==> src/rtl/core/polynomial_bisection_root_defines.svh <==
// ---------------------------------------------------------------------------
// Polynomial bisection root finder: assertion macros
// Concurrent checks that compile to nothing when SYNTHESIS is defined.
// ---------------------------------------------------------------------------
`ifndef POLYNOMIAL_BISECTION_ROOT_DEFINES_SVH
`define POLYNOMIAL_BISECTION_ROOT_DEFINES_SVH
`ifndef SYNTHESIS
// Consequent must hold in the same cycle as the antecedent.
`define PBR_ASSERT_SAME(label, clk, rst, ante, cons) \
   label: assert property (@(posedge clk) disable iff (rst) (ante) |-> (cons)) \
      else $error("polynomial_bisection_root: same-cycle check failed");
// Consequent must hold in the cycle after the antecedent.
`define PBR_ASSERT_NEXT(label, clk, rst, ante, cons) \
   label: assert property (@(posedge clk) disable iff (rst) (ante) |=> (cons)) \
      else $error("polynomial_bisection_root: next-cycle check failed");
`else
`define PBR_ASSERT_SAME(label, clk, rst, ante, cons)
`define PBR_ASSERT_NEXT(label, clk, rst, ante, cons)
`endif
`endif

==> src/rtl/core/pbr_pkg.sv <==
// ---------------------------------------------------------------------------
// pbr_pkg
// Shared constants, codes, state types and interface structs of the
// polynomial bisection root finder.
// ---------------------------------------------------------------------------
package pbr_pkg;

   // Sizing of the polynomial and the number format.
   localparam int MAX_DEGREE = 7;
   localparam int FRAC_BITS  = 16;
   localparam int COEF_DEPTH = MAX_DEGREE + 1;
   localparam int COEF_IDX_W = (COEF_DEPTH > 1) ? $clog2(COEF_DEPTH) : 1;

   // Fixed field widths.
   localparam int DEGREE_W   = 3;
   localparam int EPS_W      = 17;
   localparam int COEF_W     = 16;
   localparam int X_W        = 32;
   localparam int ACC_W      = 64;
   localparam int MUL_W      = 32;
   localparam int PROD_W     = 2 * MUL_W;
   localparam int FULL_W     = 3 * MUL_W;
   localparam int CSR_IDX_W  = 1;
   localparam int CSR_DATA_W = EPS_W;

   // Reset values of the configuration registers.
   localparam logic [DEGREE_W-1:0] DEGREE_RESET = DEGREE_W'(0);
   localparam logic [EPS_W-1:0]    EPS_RESET    = EPS_W'(66);

   // Symmetric saturation limit of the accumulator.
   localparam logic [ACC_W-2:0] MAG_MAX = {(ACC_W-1){1'b1}};

   typedef enum logic [0:0] {
      CMD_LOAD = 1'b0,
      CMD_FIND = 1'b1
   } pbr_cmd_type;

   typedef enum logic [CSR_IDX_W-1:0] {
      CSR_DEGREE  = 1'b0,
      CSR_EPSILON = 1'b1
   } pbr_csr_type;

   typedef enum logic [0:0] {
      STATUS_FOUND   = 1'b0,
      STATUS_NO_ROOT = 1'b1
   } pbr_status_type;

   // Bisection sequencer.
   typedef enum logic [2:0] {
      ST_IDLE,
      ST_EVAL_LO,
      ST_EVAL_HI,
      ST_SPLIT,
      ST_EVAL_MID,
      ST_RESP
   } pbr_state_type;

   // Horner evaluator sequencer.
   typedef enum logic [2:0] {
      EV_IDLE,
      EV_ABS,
      EV_MUL_LO,
      EV_MUL_HI,
      EV_SCALE,
      EV_ADD,
      EV_DONE
   } pbr_ev_state_type;

   // Evaluation request and result between the sequencer and the evaluator.
   typedef struct packed {
      logic                  start;
      logic signed [X_W-1:0] x;
   } pbr_eval_req_type;

   typedef struct packed {
      logic                    done;
      logic signed [ACC_W-1:0] value;
   } pbr_eval_rsp_type;

endpackage

==> src/rtl/core/pbr_horner.sv <==
// ---------------------------------------------------------------------------
// pbr_horner
// Evaluates the polynomial at one point by Horner's rule in a saturating
// 64-bit accumulator, using one shared 32x32 multiplier over two passes.
// ---------------------------------------------------------------------------
module pbr_horner
   import pbr_pkg::*;
(
   input  logic                         clock,
   input  logic                         reset,
   input  logic [DEGREE_W-1:0]          degree,
   input  pbr_eval_req_type             ev_req,
   output logic [COEF_IDX_W-1:0]        coef_idx,
   input  logic signed [COEF_W-1:0]     coef_val,
   output pbr_eval_rsp_type             ev_rsp
);

   pbr_ev_state_type        state_ff, state_in;
   logic signed [ACC_W-1:0] acc_ff, acc_in;
   logic [ACC_W-2:0]        am_ff, am_in;
   logic [MUL_W-1:0]        xm_ff, xm_in;
   logic                    x_neg_ff, x_neg_in;
   logic                    neg_ff, neg_in;
   logic [PROD_W-1:0]       prod_lo_ff, prod_lo_in;
   logic [PROD_W-1:0]       prod_hi_ff, prod_hi_in;
   logic [ACC_W-2:0]        mag_ff, mag_in;
   logic [COEF_IDX_W-1:0]   idx_ff, idx_in;

   logic [COEF_IDX_W-1:0]   deg_eff;
   logic [MUL_W-1:0]        mul_a;
   logic [PROD_W-1:0]       mul_p;
   logic [FULL_W-1:0]       full;
   logic                    ovf;
   logic signed [ACC_W:0]   coef_wide;
   logic signed [ACC_W:0]   mag_wide;
   logic signed [ACC_W:0]   sum;
   logic signed [ACC_W:0]   sum_max;
   logic signed [ACC_W-1:0] coef_acc;

   // Degree beyond the store saturates to the top entry.
   assign deg_eff = (int'(degree) > MAX_DEGREE) ? COEF_IDX_W'(MAX_DEGREE)
                                                : COEF_IDX_W'(degree);

   // The leading coefficient is read at start, the next lower one in the add.
   assign coef_idx = (state_ff == EV_IDLE) ? deg_eff : idx_ff - COEF_IDX_W'(1);

   // Coefficient scaled into the number format.
   assign coef_acc  = {{(ACC_W-COEF_W-FRAC_BITS){coef_val[COEF_W-1]}}, coef_val,
                       {FRAC_BITS{1'b0}}};
   assign coef_wide = {coef_acc[ACC_W-1], coef_acc};

   // Shared multiplier: low half of the magnitude first, then the high half.
   assign mul_a = (state_ff == EV_MUL_LO) ? am_ff[MUL_W-1:0]
                                          : {1'b0, am_ff[ACC_W-2:MUL_W]};
   assign mul_p = mul_a * xm_ff;

   // Recombine the partial products, drop the fraction and check the range.
   assign full = {{MUL_W{1'b0}}, prod_lo_ff} + {prod_hi_ff, {MUL_W{1'b0}}};
   assign ovf  = (|full[FULL_W-1:FRAC_BITS+ACC_W-1]);

   // Signed add of the scaled coefficient; the product sign picks add or subtract.
   assign mag_wide = {2'b00, mag_ff};
   assign sum      = neg_ff ? (coef_wide - mag_wide) : (coef_wide + mag_wide);
   assign sum_max  = {2'b00, MAG_MAX};

   always_ff @(posedge clock) begin
      if (reset) begin
         state_ff <= EV_IDLE;
      end else begin
         state_ff <= state_in;
      end
   end

   always_ff @(posedge clock) begin
      acc_ff     <= acc_in;
      am_ff      <= am_in;
      xm_ff      <= xm_in;
      x_neg_ff   <= x_neg_in;
      neg_ff     <= neg_in;
      prod_lo_ff <= prod_lo_in;
      prod_hi_ff <= prod_hi_in;
      mag_ff     <= mag_in;
      idx_ff     <= idx_in;
   end

   // Sequencer: one Horner step is abs, two multiplies, scale and add.
   always_comb begin
      state_in   = state_ff;
      acc_in     = acc_ff;
      am_in      = am_ff;
      xm_in      = xm_ff;
      x_neg_in   = x_neg_ff;
      neg_in     = neg_ff;
      prod_lo_in = prod_lo_ff;
      prod_hi_in = prod_hi_ff;
      mag_in     = mag_ff;
      idx_in     = idx_ff;
      ev_rsp.done  = 1'b0;
      ev_rsp.value = acc_ff;

      unique case (state_ff)
         EV_IDLE: begin
            if (ev_req.start) begin
               acc_in   = coef_acc;
               idx_in   = deg_eff;
               x_neg_in = ev_req.x[X_W-1];
               xm_in    = ev_req.x[X_W-1] ? MUL_W'(-ev_req.x) : MUL_W'(ev_req.x);
               state_in = (deg_eff == '0) ? EV_DONE : EV_ABS;
            end
         end
         EV_ABS: begin
            neg_in   = acc_ff[ACC_W-1] ^ x_neg_ff;
            am_in    = acc_ff[ACC_W-1] ? (ACC_W-1)'(-acc_ff) : acc_ff[ACC_W-2:0];
            state_in = EV_MUL_LO;
         end
         EV_MUL_LO: begin
            prod_lo_in = mul_p;
            state_in   = EV_MUL_HI;
         end
         EV_MUL_HI: begin
            prod_hi_in = mul_p;
            state_in   = EV_SCALE;
         end
         EV_SCALE: begin
            mag_in   = ovf ? MAG_MAX : full[FRAC_BITS+ACC_W-2:FRAC_BITS];
            state_in = EV_ADD;
         end
         EV_ADD: begin
            if (sum > sum_max) begin
               acc_in = {1'b0, MAG_MAX};
            end else if (sum < -sum_max) begin
               acc_in = ACC_W'(-sum_max);
            end else begin
               acc_in = sum[ACC_W-1:0];
            end
            idx_in   = idx_ff - COEF_IDX_W'(1);
            state_in = (idx_ff == COEF_IDX_W'(1)) ? EV_DONE : EV_ABS;
         end
         EV_DONE: begin
            ev_rsp.done = 1'b1;
            state_in    = EV_IDLE;
         end
         default: begin
            state_in = EV_IDLE;
         end
      endcase
   end

endmodule

==> src/rtl/core/polynomial_bisection_root.sv <==
// ---------------------------------------------------------------------------
// polynomial_bisection_root: bisection root finder over a Horner evaluator
// A load word leaves the block idle. A find word evaluates both ends, then up to 33
// midpoints, and holds the block until its result is taken; a no-root answer
// evaluates only the two ends. One word is in flight at a time.
// Reset clears the coefficient store at once and sets degree 0, epsilon 66.
// ---------------------------------------------------------------------------
`include "polynomial_bisection_root_defines.svh"

module polynomial_bisection_root
   import pbr_pkg::*;
(
   input  logic                         clock,
   input  logic                         reset,
   input  logic                         req_valid,
   output logic                         req_ready,
   input  logic                         req_command,
   input  logic [COEF_IDX_W-1:0]        req_coef_index,
   input  logic signed [COEF_W-1:0]     req_coef_value,
   input  logic signed [X_W-1:0]        req_lower_bound,
   input  logic signed [X_W-1:0]        req_upper_bound,
   output logic                         rsp_valid,
   input  logic                         rsp_ready,
   output logic signed [X_W-1:0]        rsp_root,
   output logic                         rsp_status,
   input  logic                         csr_write_enable,
   input  logic [CSR_IDX_W-1:0]         csr_index,
   input  logic [CSR_DATA_W-1:0]        csr_write_data
);

   pbr_state_type           state_ff, state_in;
   logic signed [X_W-1:0]   lo_ff, lo_in;
   logic signed [X_W-1:0]   hi_ff, hi_in;
   logic signed [X_W-1:0]   mid_ff, mid_in;
   logic                    plo_neg_ff, plo_neg_in;
   logic                    plo_zero_ff, plo_zero_in;
   logic signed [X_W-1:0]   root_ff, root_in;
   logic                    status_ff, status_in;
   logic                    start_ff, start_in;
   logic [DEGREE_W-1:0]     degree_ff;
   logic [EPS_W-1:0]        epsilon_ff;
   logic signed [COEF_W-1:0] coef_ff [COEF_DEPTH];

   logic                    coef_we;
   logic [COEF_IDX_W-1:0]   rd_idx;
   logic [EPS_W-1:0]        eps_eff;
   logic signed [ACC_W-1:0] eps_acc;
   logic signed [X_W+1:0]   eps_span;
   logic signed [X_W+1:0]   span;
   logic signed [X_W:0]     mid_sum;
   logic signed [ACC_W-1:0] pm;
   logic                    pm_neg;
   logic                    pm_zero;
   logic                    val_big;
   logic                    span_big;
   logic                    opposite;
   pbr_eval_req_type        ev_req;
   pbr_eval_rsp_type        ev_rsp;

   // Polynomial evaluator.
   pbr_horner u_horner (
      .clock    (clock),
      .reset    (reset),
      .degree   (degree_ff),
      .ev_req   (ev_req),
      .coef_idx (rd_idx),
      .coef_val (coef_ff[rd_idx]),
      .ev_rsp   (ev_rsp)
   );

   assign ev_req.start = start_ff;
   assign ev_req.x     = (state_ff == ST_EVAL_LO) ? lo_ff :
                         (state_ff == ST_EVAL_HI) ? hi_ff : mid_ff;

   // Handshake and result ports.
   assign req_ready  = (state_ff == ST_IDLE);
   assign rsp_valid  = (state_ff == ST_RESP);
   assign rsp_root   = root_ff;
   assign rsp_status = status_ff;

   // A zero epsilon behaves as one so that the halving always ends.
   assign eps_eff  = (epsilon_ff == '0) ? EPS_W'(1) : epsilon_ff;
   assign eps_acc  = {{(ACC_W-EPS_W){1'b0}}, eps_eff};
   assign eps_span = {{(X_W+2-EPS_W){1'b0}}, eps_eff};

   // Stop tests on the value at the midpoint and on the interval width.
   assign pm       = ev_rsp.value;
   assign pm_neg   = pm[ACC_W-1];
   assign pm_zero  = (pm == '0);
   assign val_big  = (pm > eps_acc) || (pm < -eps_acc);
   assign span     = {{2{hi_ff[X_W-1]}}, hi_ff} - {{2{lo_ff[X_W-1]}}, lo_ff};
   assign span_big = (span > eps_span) || (span < -eps_span);
   assign opposite = !pm_zero && !plo_zero_ff && (pm_neg != plo_neg_ff);

   // Floor of the mean of the two ends.
   assign mid_sum = {lo_ff[X_W-1], lo_ff} + {hi_ff[X_W-1], hi_ff};

   // Configuration registers.
   always_ff @(posedge clock) begin
      if (reset) begin
         degree_ff  <= DEGREE_RESET;
         epsilon_ff <= EPS_RESET;
      end else if (csr_write_enable) begin
         unique case (pbr_csr_type'(csr_index))
            CSR_DEGREE:  degree_ff  <= csr_write_data[DEGREE_W-1:0];
            CSR_EPSILON: epsilon_ff <= csr_write_data[EPS_W-1:0];
            default: begin
               degree_ff <= degree_ff;
            end
         endcase
      end
   end

   // Coefficient store, cleared at reset.
   assign coef_we = req_valid && req_ready && (req_command == CMD_LOAD) &&
                    (int'(req_coef_index) <= MAX_DEGREE);

   always_ff @(posedge clock) begin
      if (reset) begin
         for (int i = 0; i < COEF_DEPTH; i++) begin
            coef_ff[i] <= '0;
         end
      end else if (coef_we) begin
         coef_ff[COEF_IDX_W'(req_coef_index)] <= req_coef_value;
      end
   end

   // Sequencer state and evaluator start.
   always_ff @(posedge clock) begin
      if (reset) begin
         state_ff <= ST_IDLE;
         start_ff <= 1'b0;
      end else begin
         state_ff <= state_in;
         start_ff <= start_in;
      end
   end

   // Interval, sign and result registers.
   always_ff @(posedge clock) begin
      lo_ff       <= lo_in;
      hi_ff       <= hi_in;
      mid_ff      <= mid_in;
      plo_neg_ff  <= plo_neg_in;
      plo_zero_ff <= plo_zero_in;
      root_ff     <= root_in;
      status_ff   <= status_in;
   end

   // Bisection sequencer: evaluate both ends, answer no-root if they share a sign, else halve until a stop test holds.
   always_comb begin
      state_in    = state_ff;
      start_in    = 1'b0;
      lo_in       = lo_ff;
      hi_in       = hi_ff;
      mid_in      = mid_ff;
      plo_neg_in  = plo_neg_ff;
      plo_zero_in = plo_zero_ff;
      root_in     = root_ff;
      status_in   = status_ff;

      unique case (state_ff)
         ST_IDLE: begin
            if (req_valid && (req_command == CMD_FIND)) begin
               lo_in    = req_lower_bound;
               hi_in    = req_upper_bound;
               start_in = 1'b1;
               state_in = ST_EVAL_LO;
            end
         end
         ST_EVAL_LO: begin
            if (ev_rsp.done) begin
               plo_neg_in  = pm_neg;
               plo_zero_in = pm_zero;
               start_in    = 1'b1;
               state_in    = ST_EVAL_HI;
            end
         end
         ST_EVAL_HI: begin
            if (ev_rsp.done) begin
               if (!plo_zero_ff && !pm_zero && (plo_neg_ff == pm_neg)) begin
                  root_in   = '0;
                  status_in = STATUS_NO_ROOT;
                  state_in  = ST_RESP;
               end else begin
                  state_in = ST_SPLIT;
               end
            end
         end
         ST_SPLIT: begin
            mid_in   = mid_sum[X_W:1];
            start_in = 1'b1;
            state_in = ST_EVAL_MID;
         end
         ST_EVAL_MID: begin
            if (ev_rsp.done) begin
               if (val_big && span_big) begin
                  if (opposite) begin
                     hi_in = mid_ff;
                  end else begin
                     lo_in       = mid_ff;
                     plo_neg_in  = pm_neg;
                     plo_zero_in = pm_zero;
                  end
                  state_in = ST_SPLIT;
               end else begin
                  root_in   = mid_ff;
                  status_in = STATUS_FOUND;
                  state_in  = ST_RESP;
               end
            end
         end
         ST_RESP: begin
            if (rsp_ready) begin
               state_in = ST_IDLE;
            end
         end
         default: begin
            state_in = ST_IDLE;
         end
      endcase
   end

   // One word at a time: no new word while a result waits.
   `PBR_ASSERT_SAME(a_rsp_blocks_req, clock, reset, rsp_valid, !req_ready)
   // A find word makes the block busy in the next cycle.
   `PBR_ASSERT_NEXT(a_find_busy, clock, reset,
      req_valid && req_ready && (req_command == CMD_FIND), !req_ready)
   // The evaluator finishes only while the sequencer waits for it.
   `PBR_ASSERT_SAME(a_done_in_eval, clock, reset, ev_rsp.done,
      (state_ff == ST_EVAL_LO) || (state_ff == ST_EVAL_HI) || (state_ff == ST_EVAL_MID))
   // A no-root result carries a zero root.
   `PBR_ASSERT_SAME(a_no_root_zero, clock, reset,
      rsp_valid && (rsp_status == STATUS_NO_ROOT), rsp_root == '0)

endmodule

==> config.mk <==
export PLATFORM = sky130hd
export DESIGN_NAME = polynomial_bisection_root
export DESIGN_NICKNAME = d
export VERILOG_FILES = /design/src/rtl/core/pbr_pkg.sv /design/src/rtl/core/pbr_horner.sv /design/src/rtl/core/polynomial_bisection_root.sv
export VERILOG_INCLUDE_DIRS = /design/src /design/src/rtl/core
export SDC_FILE = /design/constraint.sdc
export NUM_CORES = 2
export LEC_CHECK = 0
export BUFFER_PORTS_ARGS = -buffer_cell sky130_fd_sc_hd__buf_2
export CORE_MARGIN = 1
export CORE_UTILIZATION = 25
export DETAILED_ROUTE_END_ITERATION = 6
export PLACE_DENSITY = 0.46
export SYNTH_ARGS = -nofsm -noshare
export SYNTH_HDL_FRONTEND = slang
export SYNTH_SLANG_ARGS = --single-unit
==> constraint.sdc <==
create_clock -name clock -period 11.49 [get_ports clock]
set_input_delay 1.149 -clock clock [delete_from_list [all_inputs] [get_ports clock]]
set_output_delay 1.149 -clock clock [all_outputs]
set_load 0.05 [all_outputs]
==> run summary <==
Synth
• **main combinational cell family by area after synthesis** adder cells
• **most area-consuming cells after synthesis** sky130_fd_sc_hd__fa_1 24%, sky130_fd_sc_hd__edfxtp_1 24%, sky130_fd_sc_hd__ha_1 9.8%
• **Post-Syn Area per Cell** 9.53 sq um
• **Netlist cell types** 113
• **count of synthesis-stage warnings from yosys** 0
• **main flop type after synthesis** sky130_fd_sc_hd__edfxtp_1
• **area fraction in and, or, nand and nor cells after synthesis** 17.4%
• **biggest area consumer among synthesized cells** sky130_fd_sc_hd__fa_1
• **Compound-Gate Fraction of Synth Area** 10.6%
• **share of the yosys chip area belonging to registers** 24.6%
• **register bit count reported by yosys** 625
• **adder-cell share of the synthesized area** 33.8%
• **synthesized instance count** 7892
• **ys async rst share** 0%
• **proportion of netlist area held by the largest area contributor** 23.9%
• **Synth Area in XOR/XNOR** 3.78%
• **mux contribution to synthesized area** 1.89%
• **Post-Syn Area** 0.0752 sq mm
• **number of enable flip-flop cells after synthesis** 598

Cells and area
• **count of nets after finishing** 9489
• **most common library cell in the layout ignoring fill and taps** sky130_fd_sc_hd__inv_1
• **post-synthesis to final-layout area growth** 10.3%
• **commonest cells after routing, fill and taps aside** 1187 x sky130_fd_sc_hd__inv_1, 919 x sky130_fd_sc_hd__nand2_1, 900 x sky130_fd_sc_hd__fa_1
• **ratio of cells with drive above 1 in the final layout** 6.71%
• **fill cell count** 31754

Clock network
• **clk_lat worst skew** 0.67 ns
• **number of buffers added by the clock tree synthesis step** 73
• **number of buffers inserted for hold repair after clock tree synthesis** 0
• **Max Root-Sink Buffers** 3
• **Clock Pin Slew Worst Setup and Hold Paths** 0.06 ns
• **Root Buffer Master** sky130_fd_sc_hd__clkbuf_16
• **clock tree from TritonCTS** built
• **number of clock sinks** 625
• **Post-CTS Setup Repair Bufs** 0
• **number of gates resized after cts** 0
• **H-tree level count** 3

Setup path
• **family with the most delay on the worst path** adder cells
• **cell depth of the worst flop-to-flop path** 30
• **peak fanout along the critical path** 49
• **critical-path cell with the highest stage delay** sky130_fd_sc_hd__mux2_2
• **most frequent cell on the critical path** sky130_fd_sc_hd__fa_1
• **Data required, critical path** 11.88 ns
• **r2r setup slk** 1.27 ns
• **type of the worst setup path** register to register
• **data arrival time of the critical path** 10.61 ns
• **startpoint types** register
• **depth of the critical timing path with buffers and inverters included** 30
• **endpoint class of the critical path** register
• **critical path's largest stage delay** 0.75 ns
• **CP bufs+invs** 5

Floorplanning
• **Die Footprint** 0.303 sq mm
• **chip height** 551 um
• **initial core utilization** 25.1%
• **number of core rows** 201
• **area of the placeable core** 0.300 sq mm
• **number of top-level pins** 142
• **width of the die** 551 um

Route
• **number of vias after detailed routing** 56638
• **number of antenna-violating nets in the routed design** 0
• **DR DRC count** 0
• **DR pass1 iterations** 6
• **Routed WL per cell** 21.2 um
• **DR vias/cell** 4.76
• **WL final** 252000 um
• **1st-iter DRT viols** 4275

Global route
• **vias in the first global route** 58828
• **number of antenna violations at the first check in global routing** 18
• **residual overflow from global routing** 0
• **overall global routing resource usage** 16.7%
• **global-route wire length before repair** 385000 um
• **pin count of the biggest net entering global routing** 68

Hold path
• **Min-Delay Path Depth** 2
• **class of the tightest hold or removal check** register to register

STA
• **setup repair after global routing missed its margin** false
• **total count of max-transition violations in the final report** 0
• **relative slew slack** 16.5%
• **slew of the pin with the lowest slew margin** 1.22 ns
• **fin crit period** 10.22 ns
• **Post-Route Skew** 0.0433 ns
• **final count of hold timing violations** 0
• **total negative slack for setup checks** 0 ns
• **Setup Viol. Count Final** 0
• **share of the cycle needed by the critical path after routing** 88.9%
• **highest clock rate** 0.0978 GHz

Place
• **total half-perimeter wirelength after legalization and detailed placement** 205000 um
• **Final Wtd Congestion** 0.912
• **number of buffer cells added on primary ports** 141

Flow run
• **maxcap violations** 0

Status
• **result of the run** finished clean

area by class of cell:
cell class	instances	area, sq um	area share [%]
multi-input cells	5733	51000	61.4
flip-flops and latches	625	18500	22.3
well taps	3958	4950	5.97
inverters	1192	4470	5.39
clock buffers	84	1870	2.25
repair buffers	266	1660	2.00
clock inverters	45	529	0.638
diodes	4	10.0	0.0121
cell families (layout without fill, tap and decap cells):
family / after synthesis / after routing
xor gates and xnor gates: 323 / 323
other: 1 / 37
DFF: 625 / 625
AOI/OAI and AO/OA: 1211 / 1211
and+or+nand+nor: 2577 / 2577
adders and majority gates: 1491 / 1491
muxes: 98 / 98
buffers and inverters: 1566 / 1587
layer usage:
metal	up-vias	global-route usage (%)	part of all wire, %
li1	25935	-	-
met1	28985	24.1	48
met2	1455	26.6	45
met3	251	1.91	5.0
met4	12	3.66	2.2
met5	-	0	0.030
path summary, 6_finish.rpt:
| check | startpoint | to |
|---|---|---|
| setup / recovery | u_horner.state_ff[1] | u_horner.prod_hi_ff[62] |
| hold / removal | epsilon_ff[15] | epsilon_ff[15] |
| setup reg to reg | u_horner.state_ff[1] | u_horner.prod_hi_ff[62] |
| hold reg to reg | epsilon_ff[15] | epsilon_ff[15] |
cell usage after synthesis, drive strengths merged (37+ instances only):
master	count
xor2	79
ha	591
and3	45
nand2b	65
xnor2	244
fa	900
nand2	920
o21bai	40
a21o	139
nor3	97
nor2	276
a31oi	37
nor4	42
and2	746
inv	1190
buf	37
nor2b	59
o21a	37
mux2	50
nand4	63
edfxtp	598
a21oi	364
nand3	112
o21ai	237
clkbuf	337
o31ai	39
flip-flops by register name, summed over array words and instances, names as in the netlist:
name and cells:
u_horner.state_ff 3, state_ff 3, rsp_root 32, plo_neg_ff 1, u_horner.idx_ff 3, mid_ff 32, u_horner.xm_ff 32, u_horner.acc_ff 64
u_horner.am_ff 63, u_horner.mag_ff 63, u_horner.prod_lo_ff 48, plo_zero_ff 1, rsp_status 1, epsilon_ff 17, start_ff 1, u_horner.prod_hi_ff 64
lo_ff 32, coef_ff 128, u_horner.neg_ff 1, u_horner.x_neg_ff 1, degree_ff 3, hi_ff 32
per-stage QoR:
step / area [sq um] / util [%] / hold WS [ns] / setup WS [ns] / std cells
after global routing: 83000 / 27.7 / 0.482 / 0.854 / 11903
after floorplan: 75300 / - / 0.426 / 2.03 / 7924
after CTS: 83000 / 27.7 / 0.469 / 1.29 / 11903
final: 83000 / 27.7 / 0.466 / 1.27 / 11907
after detailed placement: 80600 / 26.9 / 0.461 / 1.32 / 11774
after global placement: 80600 / 26.9 / 0.454 / 1.39 / 11774
worst min-delay path: stages (launching register included):
cell and delay (ns):
sky130_fd_sc_hd__dfxtp_1 0.31, sky130_fd_sc_hd__nand2_1 0.05, sky130_fd_sc_hd__a21oi_1 0.05
Power is not shown: default switching activity piles up to over one toggle a cycle in this logic, so the estimate is an artifact.
